## src/sv/rsf_pkg.sv

```systemverilog
// Shared types and constants for the restart supervisor.
package rsf_pkg;

    localparam int MAX_UNITS_DEF = 32;
    localparam int UNIT_W        = 32;
    localparam int CNT_W         = 16;
    localparam int CODE_W        = 8;
    localparam int KINDS_W       = 64;
    localparam int UCNT_W        = 6;
    localparam int CFG_IDX_W     = 2;

    typedef enum logic [2:0] {
        PH_INIT     = 3'd0,
        PH_RUN      = 3'd1,
        PH_STOPPING = 3'd2,
        PH_RESTART  = 3'd3,
        PH_SHUTDOWN = 3'd4,
        PH_DONE     = 3'd5
    } phase_t;

    typedef enum logic [1:0] {
        CMD_POLL = 2'd0,
        CMD_STOP = 2'd1,
        CMD_ARM  = 2'd2
    } cmd_t;

    typedef enum logic [1:0] {
        ST_PENDING    = 2'd0,
        ST_FINISHED   = 2'd1,
        ST_NOT_ACTIVE = 2'd2,
        ST_ACCEPTED   = 2'd3
    } status_t;

    typedef enum logic [1:0] {
        STRAT_ONE_FOR_ONE  = 2'd0,
        STRAT_ONE_FOR_ALL  = 2'd1,
        STRAT_REST_FOR_ONE = 2'd2
    } strategy_t;

    typedef enum logic [1:0] {
        KIND_PERMANENT = 2'd0,
        KIND_TRANSIENT = 2'd1,
        KIND_TEMPORARY = 2'd2
    } kind_t;

    typedef enum logic [CFG_IDX_W-1:0] {
        CFG_STRATEGY      = 2'd0,
        CFG_RESTART_LIMIT = 2'd1,
        CFG_UNIT_COUNT    = 2'd2,
        CFG_RESTART_KINDS = 2'd3
    } cfg_idx_t;

    localparam logic [CODE_W-1:0] EXIT_NORMAL = 8'd0;
    localparam logic [CODE_W-1:0] EXIT_LIMIT  = 8'd1;

endpackage

```

## src/sv/restart_supervisor_fsm.sv

```systemverilog
// Restart supervisor top level: command pipeline, phase machine and result register.
//
// Fault-recovery supervisor for up to MAX_UNITS units. Each request is a command
// (poll, stop or arm); each accepted request yields exactly one result. A command
// is taken every cycle while cmd_stall is low: it lands in an input register, the
// phase machine and the mask logic (priority pick of the lowest dead unit or failing
// start) settle it combinationally, and the result register holds the answer.
// res_valid rises once the request has moved from the input register into the
// result register; sustained rate is one request per cycle while res_stall is low.
// The result register parts the two channels: a stalled result holds one request
// in the input register, and cmd_stall rises only when both are full.
// Configuration writes (strategy, restart limit, unit_count, restart_kinds) take
// effect at the next clock and are expected only while no request is in flight.
// Stops issued in a step act only through the alive bits reported by later polls.
module restart_supervisor_fsm #(
    parameter int MAX_UNITS = rsf_pkg::MAX_UNITS_DEF
) (
    input  logic                            clk,
    input  logic                            rst_n,
    // configuration write port
    input  logic                            cfg_we,
    input  logic [rsf_pkg::CFG_IDX_W-1:0]   cfg_index,
    input  logic [rsf_pkg::KINDS_W-1:0]     cfg_data,
    // command channel
    input  logic                            cmd_valid,
    output logic                            cmd_stall,
    input  logic [1:0]                      command,
    input  logic [rsf_pkg::UNIT_W-1:0]      unit_alive,
    input  logic [rsf_pkg::UNIT_W-1:0]      unit_exit_ok,
    input  logic [rsf_pkg::UNIT_W-1:0]      start_fails,
    input  logic [rsf_pkg::CODE_W-1:0]      start_error,
    // result channel
    output logic                            res_valid,
    input  logic                            res_stall,
    output logic [rsf_pkg::UNIT_W-1:0]      start_mask,
    output logic [rsf_pkg::UNIT_W-1:0]      stop_mask,
    output logic [2:0]                      phase_now,
    output logic [1:0]                      status,
    output logic [rsf_pkg::CODE_W-1:0]      exit_code,
    output logic [rsf_pkg::CNT_W-1:0]       restarts_done
);

    localparam int UW = rsf_pkg::UNIT_W;
    localparam int CW = rsf_pkg::CNT_W;
    localparam int EW = rsf_pkg::CODE_W;
    localparam int NW = rsf_pkg::UCNT_W;

    // ---------------- configuration registers ----------------
    logic [1:0]                  strategy_reg;
    logic [CW-1:0]               restart_limit_reg;
    logic [NW-1:0]               unit_count_reg;
    logic [rsf_pkg::KINDS_W-1:0] restart_kinds_reg;

    always_ff @(posedge clk or negedge rst_n)
    begin
        if (!rst_n)
        begin
            strategy_reg      <= 2'd0;
            restart_limit_reg <= 16'd3;
            unit_count_reg    <= '0;
            restart_kinds_reg <= '0;
        end
        else if (cfg_we)
        begin
            case (rsf_pkg::cfg_idx_t'(cfg_index))
                rsf_pkg::CFG_STRATEGY:      strategy_reg      <= cfg_data[1:0];
                rsf_pkg::CFG_RESTART_LIMIT: restart_limit_reg <= cfg_data[CW-1:0];
                rsf_pkg::CFG_UNIT_COUNT:    unit_count_reg    <= cfg_data[NW-1:0];
                rsf_pkg::CFG_RESTART_KINDS: restart_kinds_reg <= cfg_data;
                default:                    strategy_reg      <= strategy_reg;
            endcase
        end
    end

    // ---------------- input register ----------------
    logic          ibuf_valid_reg, ibuf_valid_next;
    logic [1:0]    ibuf_cmd_reg;
    logic [UW-1:0] ibuf_alive_reg;
    logic [UW-1:0] ibuf_exit_ok_reg;
    logic [UW-1:0] ibuf_fails_reg;
    logic [EW-1:0] ibuf_err_reg;

    logic adv;     // input register moves into the result register
    logic load;    // new request taken

    assign adv       = ibuf_valid_reg && (!res_valid || !res_stall);
    assign cmd_stall = ibuf_valid_reg && !adv;
    assign load      = cmd_valid && !cmd_stall;

    always_comb
    begin
        if (load)
            ibuf_valid_next = 1'b1;
        else if (adv)
            ibuf_valid_next = 1'b0;
        else
            ibuf_valid_next = ibuf_valid_reg;
    end

    always_ff @(posedge clk or negedge rst_n)
    begin
        if (!rst_n)
            ibuf_valid_reg <= 1'b0;
        else
            ibuf_valid_reg <= ibuf_valid_next;
    end

    always_ff @(posedge clk)
    begin
        if (load)
        begin
            ibuf_cmd_reg     <= command;
            ibuf_alive_reg   <= unit_alive;
            ibuf_exit_ok_reg <= unit_exit_ok;
            ibuf_fails_reg   <= start_fails;
            ibuf_err_reg     <= start_error;
        end
    end

    // ---------------- supervisor state ----------------
    rsf_pkg::phase_t phase_reg, phase_next;
    logic            active_reg, active_next;
    logic [CW-1:0]   count_reg, count_next;
    logic [UW-1:0]   pending_reg, pending_next;
    logic [EW-1:0]   exit_reg, exit_next;

    // ---------------- decode ----------------
    logic [NW-1:0] n_units;
    logic [UW-1:0] um;          // units in use
    logic [UW-1:0] alive;
    logic [UW-1:0] want;        // dead unit would be restarted by its kind
    logic [UW-1:0] cand;
    logic [UW-1:0] cand_bit;
    logic [UW-1:0] init_fail_bit;
    logic [UW-1:0] rst_pend;
    logic [UW-1:0] rst_fail_bit;
    logic [UW-1:0] new_pending;
    logic          is_arm, is_stop;
    logic          run_hit, at_limit, pend_alive;

    assign n_units = (unit_count_reg > NW'(MAX_UNITS)) ? NW'(MAX_UNITS) : unit_count_reg;

    always_comb
    begin
        for (int i = 0; i < UW; i++)
        begin
            um[i] = (NW'(i) < n_units);
            case (rsf_pkg::kind_t'(restart_kinds_reg[2*i +: 2]))
                rsf_pkg::KIND_PERMANENT: want[i] = 1'b1;
                rsf_pkg::KIND_TRANSIENT: want[i] = !ibuf_exit_ok_reg[i];
                default:                 want[i] = 1'b0;
            endcase
        end
    end

    assign is_arm  = (ibuf_cmd_reg == rsf_pkg::CMD_ARM);
    assign is_stop = (ibuf_cmd_reg == rsf_pkg::CMD_STOP);
    assign alive   = ibuf_alive_reg & um;

    // lowest set bit picks: x & -x
    assign cand          = ~alive & um & want;
    assign cand_bit      = cand & (~cand + 1'b1);
    assign run_hit       = |cand;
    assign at_limit      = (count_reg >= restart_limit_reg);

    assign init_fail_bit = (ibuf_fails_reg & um) & (~(ibuf_fails_reg & um) + 1'b1);

    assign rst_pend      = pending_reg & um;
    assign rst_fail_bit  = (rst_pend & ibuf_fails_reg) & (~(rst_pend & ibuf_fails_reg) + 1'b1);

    assign pend_alive    = |(alive & pending_reg);

    // scope of a restart decision
    always_comb
    begin
        case (rsf_pkg::strategy_t'(strategy_reg))
            rsf_pkg::STRAT_ONE_FOR_ALL:  new_pending = um;
            rsf_pkg::STRAT_REST_FOR_ONE: new_pending = um & ~(cand_bit - 1'b1);
            default:                     new_pending = cand_bit;
        endcase
    end

    logic one_for_one;
    assign one_for_one = (strategy_reg != rsf_pkg::STRAT_ONE_FOR_ALL) &&
                         (strategy_reg != rsf_pkg::STRAT_REST_FOR_ONE);

    // ---------------- next phase ----------------
    always_comb
    begin
        phase_next  = phase_reg;
        active_next = active_reg;
        if (is_arm)
        begin
            phase_next  = rsf_pkg::PH_INIT;
            active_next = 1'b1;
        end
        else if (is_stop)
        begin
            if (active_reg)
                phase_next = rsf_pkg::PH_SHUTDOWN;
        end
        else if (active_reg)
        begin
            case (phase_reg)
                rsf_pkg::PH_INIT:
                    phase_next = (|init_fail_bit) ? rsf_pkg::PH_SHUTDOWN : rsf_pkg::PH_RUN;
                rsf_pkg::PH_RUN:
                begin
                    if (run_hit)
                    begin
                        if (at_limit)
                            phase_next = rsf_pkg::PH_SHUTDOWN;
                        else if (one_for_one || !(|(alive & new_pending)))
                            phase_next = rsf_pkg::PH_RESTART;
                        else
                            phase_next = rsf_pkg::PH_STOPPING;
                    end
                end
                rsf_pkg::PH_STOPPING:
                    if (!pend_alive)
                        phase_next = rsf_pkg::PH_RESTART;
                rsf_pkg::PH_RESTART:
                    phase_next = (|rst_fail_bit) ? rsf_pkg::PH_SHUTDOWN : rsf_pkg::PH_RUN;
                rsf_pkg::PH_SHUTDOWN:
                    if (alive == '0)
                    begin
                        phase_next  = rsf_pkg::PH_DONE;
                        active_next = 1'b0;
                    end
                default:
                    phase_next = phase_reg;
            endcase
        end
    end

    // ---------------- outputs and datapath ----------------
    logic [UW-1:0] start_m;
    logic [UW-1:0] stop_m;
    logic [1:0]    status_v;

    always_comb
    begin
        start_m      = '0;
        stop_m       = '0;
        status_v     = rsf_pkg::ST_PENDING;
        count_next   = count_reg;
        pending_next = pending_reg;
        exit_next    = exit_reg;
        if (is_arm)
        begin
            count_next   = '0;
            pending_next = '0;
            exit_next    = rsf_pkg::EXIT_NORMAL;
            status_v     = rsf_pkg::ST_ACCEPTED;
        end
        else if (!active_reg)
        begin
            status_v = rsf_pkg::ST_NOT_ACTIVE;
        end
        else if (is_stop)
        begin
            stop_m    = alive;
            exit_next = rsf_pkg::EXIT_NORMAL;
            status_v  = rsf_pkg::ST_ACCEPTED;
        end
        else
        begin
            case (phase_reg)
                rsf_pkg::PH_INIT:
                begin
                    if (|init_fail_bit)
                    begin
                        start_m   = init_fail_bit - 1'b1;
                        stop_m    = init_fail_bit - 1'b1;
                        exit_next = ibuf_err_reg;
                    end
                    else
                        start_m = um;
                end
                rsf_pkg::PH_RUN:
                begin
                    if (run_hit)
                    begin
                        if (at_limit)
                        begin
                            exit_next = rsf_pkg::EXIT_LIMIT;
                            stop_m    = alive;
                        end
                        else
                        begin
                            count_next   = count_reg + 1'b1;
                            pending_next = new_pending;
                            if (!one_for_one)
                                stop_m = alive & new_pending & ~cand_bit;
                        end
                    end
                end
                rsf_pkg::PH_STOPPING:
                    stop_m = '0;
                rsf_pkg::PH_RESTART:
                begin
                    if (|rst_fail_bit)
                    begin
                        start_m   = rst_pend & (rst_fail_bit - 1'b1);
                        stop_m    = (alive | (rst_pend & (rst_fail_bit - 1'b1))) & um;
                        exit_next = ibuf_err_reg;
                    end
                    else
                    begin
                        start_m      = rst_pend;
                        pending_next = '0;
                    end
                end
                rsf_pkg::PH_SHUTDOWN:
                    if (alive == '0)
                        status_v = rsf_pkg::ST_FINISHED;
                default:
                    status_v = rsf_pkg::ST_NOT_ACTIVE;
            endcase
        end
    end

    always_ff @(posedge clk or negedge rst_n)
    begin
        if (!rst_n)
        begin
            phase_reg   <= rsf_pkg::PH_INIT;
            active_reg  <= 1'b0;
            count_reg   <= '0;
            pending_reg <= '0;
            exit_reg    <= rsf_pkg::EXIT_NORMAL;
        end
        else if (adv)
        begin
            phase_reg   <= phase_next;
            active_reg  <= active_next;
            count_reg   <= count_next;
            pending_reg <= pending_next;
            exit_reg    <= exit_next;
        end
    end

    // ---------------- result register ----------------
    logic res_valid_reg, res_valid_next;

    always_comb
    begin
        if (adv)
            res_valid_next = 1'b1;
        else if (res_stall)
            res_valid_next = res_valid_reg;
        else
            res_valid_next = 1'b0;
    end

    always_ff @(posedge clk or negedge rst_n)
    begin
        if (!rst_n)
            res_valid_reg <= 1'b0;
        else
            res_valid_reg <= res_valid_next;
    end

    logic [UW-1:0] start_mask_reg, stop_mask_reg;
    logic [2:0]    phase_now_reg;
    logic [1:0]    status_reg;
    logic [EW-1:0] exit_code_reg;
    logic [CW-1:0] restarts_done_reg;

    always_ff @(posedge clk)
    begin
        if (adv)
        begin
            start_mask_reg    <= start_m;
            stop_mask_reg     <= stop_m;
            phase_now_reg     <= phase_next;
            status_reg        <= status_v;
            exit_code_reg     <= exit_next;
            restarts_done_reg <= count_next;
        end
    end

    assign res_valid     = res_valid_reg;
    assign start_mask    = start_mask_reg;
    assign stop_mask     = stop_mask_reg;
    assign phase_now     = phase_now_reg;
    assign status        = status_reg;
    assign exit_code     = exit_code_reg;
    assign restarts_done = restarts_done_reg;

endmodule

```

## config.mk

```make
export PLATFORM = sky130hd
export DESIGN_NAME = restart_supervisor_fsm
export DESIGN_NICKNAME = d
export VERILOG_FILES = /design/src/sv/rsf_pkg.sv /design/src/sv/restart_supervisor_fsm.sv
export SDC_FILE = /design/constraint.sdc
export NUM_CORES = 1
export LEC_CHECK = 0
export BUFFER_PORTS_ARGS = -buffer_cell sky130_fd_sc_hd__buf_2
export CELL_PAD_IN_SITES_DETAIL_PLACEMENT = 0
export CELL_PAD_IN_SITES_GLOBAL_PLACEMENT = 2
export CORE_MARGIN = 10
export CORE_UTILIZATION = 37
export DETAILED_ROUTE_END_ITERATION = 8
export GPL_TIMING_DRIVEN = 0
export PLACE_DENSITY_LB_ADDON = 0.1
export SLEW_MARGIN = 10
export SYNTH_ARGS = -nofsm -noshare
export SYNTH_HDL_FRONTEND = slang
export SYNTH_SLANG_ARGS = --single-unit
```

## constraint.sdc

```tcl
create_clock -name clk -period 5 [get_ports clk]
set_input_delay 0.25 -clock clk [delete_from_list [all_inputs] [get_ports clk]]
set_output_delay 0.25 -clock clk [all_outputs]
set_load 0.01 [all_outputs]
```

### Word level (Yosys, flattened, before mapping)

Cells that the tools add are included.

* register bits: 349
* bits of input ports: 177
* output and inout bits: 95
* word-level logic and storage cells: 322

* $add $sub $neg: 7
* magnitude comparators: 34
* eq/ne operators: 50
* muxes and demuxes: 90
* bitwise logic cells: 23
* reductions and logical operators: 95

Operators with widths (count)
* AND 32 bit: 15
* two-way mux 32 bit: 14
* inverter 32 bit: 6
* case mux 32 bit (2 select lines): 3
* OR reduction 32 bit: 5
* adder 32 x 1 -> 32 bit, second input constant: 3
* < comparator 5 x 6 -> 1 bit, first input constant: 16
* two-way mux 16 bit: 6
* case mux 32 bit (3 select lines): 1
* subtractor 32 x 1 -> 32 bit, second input constant: 3
* == test 2 x 1 -> 1 bit, second input constant: 35
* logical NOT 2 bit: 33
* case mux 1 bit (2 select lines): 32
* two-way mux 8 bit: 7
* < comparator 4 x 6 -> 1 bit, first input constant: 8
* logical NOT 1 bit: 37
* logical NOT 32 bit: 1
* OR 32 bit: 1
* two-way mux 3 bit: 10
* < comparator 3 x 6 -> 1 bit, first input constant: 4
* case mux 8 bit (3 select lines): 1
* adder 16 x 1 -> 16 bit, second input constant: 1
* greater-or-equal comparator 16 bit: 1
* case mux 3 bit (5 select lines): 1
* 24 further kinds: 55

### Logic depth before layout (Yosys ltp)

Gate-level depths: netlist of run 1.

* word-level depth: 25
* depth in mapped cells: 17
* mapped depth without buffers: 12

### Least setup slack after synthesis of run 1

No wires, ideal clock.

* path type: flip-flop to flip-flop
* start: register res_valid_reg (netlist: res_valid)
* end: register exit_reg[2]
* setup time: 0.122 ns
* data arrival time: 4.174 ns
* required time: 4.878 ns
* setup slack: 0.703 ns
* stages on the path, launching flop included: 7
* path buffers: 1
* period minus slack after synthesis: 4.297 ns
* cell sequence: dfrtp_1 > nand2_1 > nand2_1 > inv_1 > clkbuf_1 > nand2b_1 > a22o_1

* word-level cells in the longest chain between the ends: 3

Ends and longest elaborated chain
* from (decl): line restart_supervisor_fsm.sv:344 `logic res_valid_reg, res_valid_next;`
* from (signal assigned): line restart_supervisor_fsm.sv:361 `res_valid_reg <= res_valid_next;`
* logical NOT 1 bit: line restart_supervisor_fsm.sv:86 `assign adv = ibuf_valid_reg && (!res_valid || !res_stall);`
* logical OR 1 bit: line restart_supervisor_fsm.sv:86
* logical AND 1 bit: line restart_supervisor_fsm.sv:86
* via adv: line restart_supervisor_fsm.sv:83 `logic adv;`
* to (signal assigned): line restart_supervisor_fsm.sv:331 `exit_reg <= rsf_pkg::EXIT_NORMAL;`
* to (signal assigned): line restart_supervisor_fsm.sv:339 `exit_reg <= exit_next;`
* to (decl): line restart_supervisor_fsm.sv:125 `logic [EW-1:0] exit_reg, exit_next;`

The timed path passes the listed nets, and every way through them passes these cells.
A chain may end at the register's enable or synchronous reset.

### Worst setup path after layout of run 1

* start: register unit_count_reg[1]
* end: register exit_code_reg[5] (netlist: exit_code[5]), data pin

* word-level cells in the longest chain between the ends: 14
* elaborated cells between the ends (all ways): 57
* classes of those cells: add/sub: 2; order compare: 33; mux: 8; bitwise: 11; reduce/logical: 3

Ends and longest elaborated chain
* from (decl): line restart_supervisor_fsm.sv:51 `logic [NW-1:0] unit_count_reg;`
* from (signal assigned): line restart_supervisor_fsm.sv:68 `rsf_pkg::CFG_UNIT_COUNT: unit_count_reg <= cfg_data[NW-1:0];`
* > comparator 6 bit: line restart_supervisor_fsm.sv:141 `assign n_units = (unit_count_reg > NW'(MAX_UNITS)) ? NW'(MAX_UNITS) : unit_count_reg;`
* two-way mux 6 bit (*): line restart_supervisor_fsm.sv:141
* < comparator 1 x 6 -> 1 bit, or another cell as far along: line restart_supervisor_fsm.sv:147 `um[i] = (NW'(i) < n_units);`
* AND 32 bit: line restart_supervisor_fsm.sv:168 `assign rst_pend = pending_reg & um;`
* AND 32 bit: line restart_supervisor_fsm.sv:169 `assign rst_fail_bit = (rst_pend & ibuf_fails_reg) & (~(rst_pend & ibuf_fails_reg) + 1'b1);`
* inverter 32 bit: line restart_supervisor_fsm.sv:169
* adder 32 x 1 -> 32 bit: line restart_supervisor_fsm.sv:169
* AND 32 bit: line restart_supervisor_fsm.sv:169
* OR reduction 32 bit: line restart_supervisor_fsm.sv:302 `if (|rst_fail_bit)`
* two-way mux 8 bit: line restart_supervisor_fsm.sv:302
* case mux 8 bit (3 select lines) (*): line restart_supervisor_fsm.sv:268 `case (phase_reg)`
* two-way mux 8 bit (*): line restart_supervisor_fsm.sv:260 `else if (is_stop)`
* two-way mux 8 bit (*): line restart_supervisor_fsm.sv:256 `else if (!active_reg)`
* two-way mux 8 bit (*): line restart_supervisor_fsm.sv:249 `if (is_arm)`
* via exit_next[5]: line restart_supervisor_fsm.sv:125
* to (signal assigned): line restart_supervisor_fsm.sv:378 `exit_code_reg <= exit_next;`
* to (decl): line restart_supervisor_fsm.sv:367 `logic [EW-1:0] exit_code_reg;`

The timed path passes the listed nets; every way through them passes the cells marked *.

==> results of run 1 <==
-- report_power, final --
group	switching, mW	internal, mW
registers	0.189	3.37
logic	2.00	0.864
clock network	1.24	1.69
-- cells in the final DEF, fill, tap and decap left out, drive strengths merged, types with 18 or more instances in the layout --
cell type    instances
a211oi              36
a21o                28
a21oi              125
a22o                23
a31oi               42
and2                30
and3                23
buf                316
clkbuf             127
dfrtp              148
dlygate4sd3        170
edfxtp             199
ha                  19
inv                 51
mux2                87
nand2              186
nand3               84
nand4               28
nor2               123
nor3                51
o21ai              108
o31ai               18
or3                 20
-- layer usage --
metal	track usage, %	vias up
met5	0	-
met4	14.0	4
met3	6.37	241
met2	50.4	1087
met1	41.1	9299
li1	-	8010
-- worst max-delay path, stage by stage, from the launching register on --
cell	delay [ps]
sky130_fd_sc_hd__dfrtp_1	420
sky130_fd_sc_hd__buf_2	350
sky130_fd_sc_hd__buf_2	300
sky130_fd_sc_hd__buf_2	430
sky130_fd_sc_hd__nand2_1	400
sky130_fd_sc_hd__o21ai_0	760
sky130_fd_sc_hd__a221oi_4	250
sky130_fd_sc_hd__and3_1	280
sky130_fd_sc_hd__nand3_4	240
sky130_fd_sc_hd__nor3_4	100
sky130_fd_sc_hd__buf_4	240
sky130_fd_sc_hd__a21o_1	210
sky130_fd_sc_hd__o31a_1	350
sky130_fd_sc_hd__buf_2	200
sky130_fd_sc_hd__a22o_1	240
-- metrics by stage --
step / power [mW] / instances / worst slack, ps / hold slack, ps / util, %
after floorplan: 4.95 / 1817 / 703 / -45.6 / -
after global placement: 6.14 / 2760 / -1850 / 427 / 41.8
after detailed placement: 6.16 / 2765 / -1350 / 285 / 42.2
after CTS: 9.25 / 3011 / 15.8 / 39.9 / 48.6
after global routing: 9.62 / 3016 / -62.2 / 43.8 / 48.9
final: 9.35 / 3016 / -64.5 / 59.3 / 48.9
-- worst max-delay path by stage --
stage                             startpoint                            to  slack (ps)
6_report       unit_count_reg[1]$_DFFE_PN0P_        exit_code[5]$_DFFE_PP_         -60
5_1_grt        unit_count_reg[1]$_DFFE_PN0P_   stop_mask[23]$_SDFFCE_PP0P_         -60
4_1_cts        unit_count_reg[4]$_DFFE_PN0P_   stop_mask[23]$_SDFFCE_PP0P_          20
3_5_place_dp   unit_count_reg[0]$_DFFE_PN0P_  start_mask[22]$_SDFFCE_PP0P_       -1350
3_3_place_gp   unit_count_reg[0]$_DFFE_PN0P_   start_mask[3]$_SDFFCE_PP0P_       -1850
2_1_floorplan          res_valid$_DFFE_PN0P_       exit_reg[2]$_DFFE_PN0P_         700
-- layout make-up --
class                   instances  area share, %
inverters                      49          0.749
clock buffers                  57           4.63
plain buffers                  97           2.00
flip-flops and latches        349           39.6
repair buffers                459           13.4
clock inverters                15          0.571
well taps                     672           3.42
multi-input cells            1318           35.6
-- timing repair --
item,4_1_cts,5_1_grt
pin swaps,5,3
endpoints found under the setup margin,138,83
hold buffers,170,0
endpoints found under the hold margin,256,0
gates resized for setup,51,26
buffers inserted,7,5
-- cell families after synthesis --
kind of cell,after synthesis
flip-flops,349
buffers and inverters,150
AO/OA/AOI/OAI,567
adder cells (fa/ha/maj),19
multiplexers,88
XOR/XNOR,15
AND/OR/NAND/NOR,629
==> summary by stage, run 1 <==
Final layout
Once layout is done, the placed cells without fillers occupy 0.0246 mm². The layout filler cell count is 4,700. The area growth from synthesis to layout is 30.4%.

The post-route netlist has 23.5% of its cells at a drive strength greater than 1. The number of antenna diodes in the final layout is 0. The register with the most flip-flops in the layout has 64 of them. The area of combinational cells with multiple inputs is 0.00875 mm². The sequential cells in the finished layout cover a total of 0.00973 mm². After the last flow step, the layout net total stands at 2,510.

Critical path
The category of the worst setup path capture point is a flip-flop. The arrival time at the worst endpoint is 5370 ps. The worst setup path is of the reg2reg kind. The depth of the most critical reg-to-reg path is 14. The launch point of the worst reg-to-reg path is unit_count_reg[1]$_DFFE_PN0P_. For the worst setup path, the data required time is 5310 ps. Of all nets on the critical path, the largest fanout is 10. The endpoint identified for the worst register-to-register timing path is exit_code[5]$_DFFE_PP_.

In this run the register-to-register setup slack is -60 ps. STA classifies the critical path startpoint as a flip-flop.

Route
After the first detailed-routing iteration, the DRC count stood at 2,078. The detailed router placed 18,600 vias in this run. The detailed-routing iteration count for the pre-antenna-repair pass is 6.

In the detailed route, the total length drawn on met3 is 8.26 mm. The remaining antenna violation count is 0. In this run the top signal layer used is met5. In the routed design, unresolved DRC markers number 0. The via count normalized by instance count is 6.18. The post-route met1 wirelength is 40.3 mm.

After detailed routing, the average wire length per cell comes to 32.5 µm. After detailed routing, the met2 layer carries 44.7 mm of wire. Summed over all layers, the routed wires come to 98.1 mm.

CTS
The clock latency on the worst-skew pair is 580 ps. The H-tree generated during clock tree synthesis spans 2 levels. Clock tree synthesis found a total of 349 sinks.

The clock input transition at the sequential cells of the worst setup and hold paths is 60 ps. The master cell of the clock root buffer is sky130_fd_sc_hd__clkbuf_16. The TritonCTS clock tree is yes.

The number of clock buffers added by TritonCTS is 40. The buffer levels on the longest clock path is 3.

Hold path
The path class of the tightest hold or removal check is in2reg. For hold timing, the worst endpoint is strategy_reg[1]$_DFFE_PN0P_. The number of cells on the worst hold path is 4. The critical hold path startpoint is cfg_index[0].

Run status
The flow ran to the end, but the final reports show violations. The checks that failed: max-capacitance violations, negative setup slack.

Logic synthesis
Among all flip-flop cells after synthesis, the most frequent one is sky130_fd_sc_hd__edfxtp_1. By area the synthesized netlist is led by sky130_fd_sc_hd__edfxtp_1 (32%), sky130_fd_sc_hd__dfrtp_1 (20%), sky130_fd_sc_hd__mux2_2 (5.2%), sky130_fd_sc_hd__nand2_1 (3.7%), sky130_fd_sc_hd__a21oi_1 (3.3%). Among all cell types in the netlist, the one instantiated most often is sky130_fd_sc_hd__edfxtp_1. The xor/xnor share of the synthesized area is 0.697%. The share of flip-flops with an asynchronous set or reset is 43.0%. The leading area contributor after synthesis is sky130_fd_sc_hd__edfxtp_1.

The net count of the mapped netlist is 2,013. The count of different cell masters after synthesis is 97. After synthesis the cells add up to 0.0188 mm². Of the synthesized area, sequential elements account for 51.7%.

The synthesized netlist devotes 20.8% of its cell area to compound gates. The synthesized flop and latch total is 349. The simple-gate share of the synthesized area is 16.9%.

Counting instances in the post-synthesis netlist gives the leading cell types as sky130_fd_sc_hd__edfxtp_1 (199), sky130_fd_sc_hd__nand2_1 (185), sky130_fd_sc_hd__dfrtp_1 (148). Synthesis produced 1,817 cells. The largest family of logic cells by synthesized area is compound AO/OA/AOI/OAI gates.

Of the total synthesized cell area, the portion taken by full adders, half adders and majority gates is 1.26%. After synthesis, the largest area contributor takes up 31.7% of total cell area. The count of flip-flops with a built-in enable after synthesis is 199. The count of synthesis-stage warnings from yosys is 0. The portion of synthesized area spent on multiplexers is 5.25%. In this run the mean area of a mapped cell was 10.4 µm².

STA
The count of endpoints failing setup in the final report is 6. On the final layout, the worst clock skew is 28.2 ps. The number of hold violations in the final report came to 0. The final critical path takes up 101% of the cycle.

After layout, the minimum clock period comes to 5060 ps. The summed negative setup slack over all endpoints is -351 ps. The measured slew at the worst slew-check pin is 1480 ps.

The number of pins exceeding their max-slew limit in the final report came to 0. Across all setup checks in the final design, the least slack found is -64.5 ps. Setup repair after global routing could not meet its margin everywhere.

In this run the tightest slew margin relative to its limit is 0.672%. The highest achievable clock rate is 197 MHz.

Die
The number of ports placed on the die boundary is 272. The initialized floorplan defines 82 standard-cell rows. The die is 246 µm wide. After floorplanning, the core was sized to cover 0.0503 mm².

The full die area is 0.0604 mm². The die extent in y is 246 µm. The initial core utilization is 37.5%.

GRT
Summed over all layers, the global routing overflow is 0. Global routing used 31.7% of the available tracks. Entering global routing, the biggest net connects 79 pins. The number of global-route vias before repair is 18,500. The first global-routing pass estimated 137 mm of wire.

The initial antenna violation count is 6.

Power
The leakage power of the design is 9.75 nW. Across the VDD grid, the largest voltage drop is 0.264 mV. The areal power density over the cells is 381 mW/mm².

Placed design
The total of buffers placed on input and output ports is 271. The routability congestion estimate is 1.04. Once detailed placement completed, the half-perimeter wirelength came to 72.4 mm. The area after detailed placement is 0.0212 mm².

Job
Across the run, the number of max-cap violations was 1.
Note: power is estimated with default switching activity, not from simulation.
==> run 2, diff against run 1 <==
- ABC_AREA: default -> 1
- CORE_UTILIZATION: 37 -> 34
==> run 2 against run 1 <==
  * Global-route usage fell by 5.9 points
  * Flip-flop and latch count stayed put
  * Largest power group unchanged
  * Final cell count is 22% higher
  * First-iteration DRC count down 3.3%
  * Worst setup slack improved by 400 ps
  * Wire length down 10%
  * Critical endpoint is now pending_reg[22]$_DFFE_PN0P_
  * Critical path type unchanged
  * The run now ends clean
  * Clock power increased by 11%
  * Highest routed layer is now met4
  * Combinational power increased by 30%
==> summary by stage, run 2 <==
Run status
The flow ran to the end, and the final reports show no timing, DRC or antenna violations.

Final layout
The cell area after layout is 0.0250 mm². The library cell used most frequently in the layout, excluding fill and tap cells, is sky130_fd_sc_hd__nand2_1. The net count of the finished layout is 3,083. The number of flip-flops under the largest register name is 64.

Compared with the post-synthesis result, the final layout area differs by 28.6%. The repair_antennas step left the layout with diodes totalling 0. In the layout the commonest cells are sky130_fd_sc_hd__nand2_1 (715), sky130_fd_sc_hd__buf_2 (288), sky130_fd_sc_hd__inv_1 (286). The area of combinational cells with multiple inputs is 0.00819 mm². The area occupied by registers is 0.00973 mm².

After filler insertion, the fill cell instance count of the layout stands at 5,747. The post-route netlist has 16.9% of its cells at a drive strength greater than 1. The non-filler instance count after layout is 3,677.

Logic synthesis
The commonest cells after synthesis are sky130_fd_sc_hd__nand2_1 (715), sky130_fd_sc_hd__inv_1 (287), sky130_fd_sc_hd__nor2_1 (225). The count of different cell masters after synthesis is 58. The leading area contributor after synthesis is sky130_fd_sc_hd__edfxtp_1. After synthesis, the share of flip-flops with an asynchronous set or reset is 43.0%.

The synthesized flop and latch total is 349. In the synthesized netlist, the number of instances is 2,399. The net count of the mapped netlist is 2,595. In the synthesized netlist the dominant register cell turns out to be sky130_fd_sc_hd__edfxtp_1. The count of flip-flops with a built-in enable after synthesis is 199. For this run, the number of Yosys warnings is 0. The share of the synthesized area in the top cell type is 30.8%. By area the synthesized netlist is led by sky130_fd_sc_hd__edfxtp_1 (31%), sky130_fd_sc_hd__dfrtp_1 (19%), sky130_fd_sc_hd__nand2_1 (14%), sky130_fd_sc_hd__inv_1 (5.6%), sky130_fd_sc_hd__nor2_1 (4.4%). Among all cell types in the netlist, the one instantiated most often is sky130_fd_sc_hd__nand2_1. The synthesized area per cell is 8.09 µm². The summed instance area of the synthesized netlist is 0.0194 mm². The share of the yosys chip area belonging to registers is 50.2%.

STA
The number of pins exceeding their max-slew limit in the final report is 0. For this run, the top clock speed supported by timing is 214 MHz. On the final layout, the worst hold slack is 23.7 ps.

The number of hold violations in the final report is 0. For the final routed database, the setup TNS stands at 0 ps. Setup repair after global routing left no endpoint under its margin. The final clock skew is 31.1 ps.

Measured against its own limit, the worst slew margin works out to 17.2%. For the pin with the worst max-slew slack, the measured transition is 1240 ps. The post-route minimum period is 4670 ps. Dividing the final minimum period by the clock period gives 93.3%. Setup violations remaining at the end of the flow were counted as 0.

Critical path
The startpoint identified for the worst register-to-register timing path is unit_count_reg[5]$_DFFE_PN0P_. Along the worst path, the maximum fanout reaches 10. The critical path's most frequent cell is sky130_fd_sc_hd__nand2_1.

The worst setup path is captured at a flip-flop. The worst-path cell with the longest stage delay is sky130_fd_sc_hd__a21oi_2. Data arrives at the worst endpoint at 5180 ps.

Traced cell by cell, the critical path runs through buf_2 > a21oi_2 > inv_2 > nand2_1 > nor2_1 > nand2_1 > nand4_1 > nor3_4 > nand3_4 > nand2_2 > o211ai_2 > nor2_1 > buf_2 > nand2_1 > o21ai_1. The required time reported for the critical path endpoint is 5510 ps. STA classifies the critical path startpoint as a flip-flop. In this run the register-to-register setup slack is 330 ps. Measured in cells, the most critical reg-to-reg path has a length of 15. By startpoint and endpoint, the worst setup path is classified as reg2reg. The reg-to-reg endpoint is pending_reg[22]$_DFFE_PN0P_.

For this run, the slowest stage of the critical path takes 640 ps.

Route
For this run, design rule violations remaining after detail routing come to 0. The violation count after the first detailed-route iteration is 2,010. The remaining antenna violation count is 0. The via count normalized by instance count is 5.23. Wires add up to 88.3 mm. The average detailed-routed wire length per instance is 24.0 µm. The overall via count from detail_route is 19,200. The detailed-routing iteration count for the pre-antenna-repair pass is 6.

Power
The logic gate share of total power is 34.9%. The areal power density over the cells is 429 mW/mm². The worst supply voltage drop on vdd is 0.346 mV. Registers are responsible for 34.8% of the overall power. The total chip power is 10.7 mW.

Summed over all nets, the switching power comes to 4.26 mW. The internal power of the cells is 6.44 mW. The part of the total power dissipated in the clock network is 30.3%. Summed over all cells, the static leakage comes to 11.4 nW. The share of total power consumed by net switching is 39.8%.

GRT
The total overflow left after global routing is 0. The number of global-route vias before repair is 18,900. Entering global routing, the biggest net connects 96 pins. The wire length of the first global-routing pass is 128 mm. The initial antenna violation count is 0. Global routing used 25.7% of the available tracks across all layers.

CTS
The TritonCTS clock tree is yes. The clock drives 349 sinks. Clock latency on the worst-skew pair, taken at its later pin, is 600 ps. In this run the number of H-tree levels came out at 2.

Counting the buffers created by CTS gives 42. The post-CTS setup repair buffer count is 0. The post-cts repair resize count is 0. The master cell of the clock root buffer is sky130_fd_sc_hd__clkbuf_16. The buffer levels on the longest clock path is 3. The quantity of hold-fixing buffers added after cts is 170. After clock tree synthesis, the clock-pin slew on the worst setup and hold paths is 60 ps.

Placed design
The area after detailed placement is 0.0218 mm². The congestion estimate from routability-driven global placement came to 0.967. The total of buffers placed on input and output ports is 271. Detailed placement finished with a half-perimeter wire length of 69.6 mm. Once placement completed, the tool counted placed cells totaling 3,429.

Die
The row count is 87. The floorplan step defined a die boundary enclosing 0.0670 mm². The core region is 0.0565 mm². In this run the horizontal extent of the chip is 259 µm. The die extent in y is 259 µm.

Once the floorplan was initialized, standard cells occupied 34.3% of the core. The number of ports placed on the die boundary is 272.

Hold path
In this run the most critical hold path is launched from cfg_data[4]. The number of cells on the worst hold path is 3. The worst hold path belongs to the class in2reg. For hold timing, the worst endpoint is restart_limit_reg[4]$_DFFE_PN0P_.

Job
The count of max-cap constraint violations is 0.
-- run 2: cell count changes in the layout (fill, tap and decap cells not counted), moves of 23 or more --
cell / change
sky130_fd_sc_hd__mux2_2: -42
sky130_fd_sc_hd__a22o_1: -23
sky130_fd_sc_hd__and2_1: -28
sky130_fd_sc_hd__inv_1: +237
sky130_fd_sc_hd__a21o_1: -28
sky130_fd_sc_hd__a211oi_1: -32
sky130_fd_sc_hd__nor2_1: +108
sky130_fd_sc_hd__nand3_1: +41
sky130_fd_sc_hd__o21ai_0: +43
sky130_fd_sc_hd__a31oi_1: -35
sky130_fd_sc_hd__o21ai_1: +28
sky130_fd_sc_hd__nand2_1: +532
-- run 2: power by group through the flow --
stage	Sequential [mW]	Combinational, mW	Clock (mW)
floorplan	3.78	2.08	0
global placement	3.78	3.52	0
detailed placement	3.78	3.55	0
CTS	3.72	3.67	3.32
global route	3.77	4.03	3.43
finish	3.73	3.73	3.24
-- run 2: final cells by class --
cell class	instances	share of cell area, %
well taps	756	3.79
inverters	305	4.61
multi-input cells	1667	32.8
clock buffers	50	4.41
plain buffers	78	1.37
flip-flops and latches	349	39.0
clock inverters	28	1.39
repair buffers	444	12.6
-- run 2: kinds of logic (layout without fill, tap and decap cells) --
group	Yosys count	in the layout	synth area share [%]
AND/OR/NAND/NOR	1213	1213	26.6
flip-flops	349	349	50.2
XOR/XNOR	3	3	0.135
buffers and inverters	383	905	7.65
multiplexers	45	45	2.61
adder cells (fa/ha/maj)	19	19	1.23
AO/OA/AOI/OAI	387	387	11.6
-- run 2: how the worst max path moves through the flow --
stage	startpoint	endpoint	slack, ps	cells after the start
floorplan	res_valid$_DFFE_PN0P_	ibuf_alive_reg[0]$_DFFE_PP_	1780	5
CTS	unit_count_reg[5]$_DFFE_PN0P_	pending_reg[25]$_DFFE_PN0P_	490	14
detailed placement	unit_count_reg[5]$_DFFE_PN0P_	pending_reg[25]$_DFFE_PN0P_	510	14
global placement	unit_count_reg[5]$_DFFE_PN0P_	pending_reg[26]$_DFFE_PN0P_	440	14
finish	unit_count_reg[5]$_DFFE_PN0P_	pending_reg[22]$_DFFE_PN0P_	330	15
global route	unit_count_reg[5]$_DFFE_PN0P_	pending_reg[22]$_DFFE_PN0P_	260	15
-- run 2: critical path: cells and delay by family, from the launching register on --
kind	cells	cell delay, ps
buffers and inverters	3	810
AOI/OAI and AO/OA	3	1030
and+or+nand+nor	9	2290
DFF	1	430
-- run 2: routing by layer --
metal	GRT usage [%]	up-vias	routed length, µm
met5	0	-	0
met4	7.02	0	2250
met3	4.43	111	6380
met2	39.2	796	38900
met1	36.9	9343	40800
li1	-	8963	-
-- run 2: metrics by stage --
step / util, % / setup slack, ps
5_1_grt: 44.2 / 260
3_5_place_dp: 38.6 / 510
4_1_cts: 44.2 / 493
3_3_place_gp: 38.4 / 437
2_1_floorplan: - / 1780
6_report: 44.2 / 333
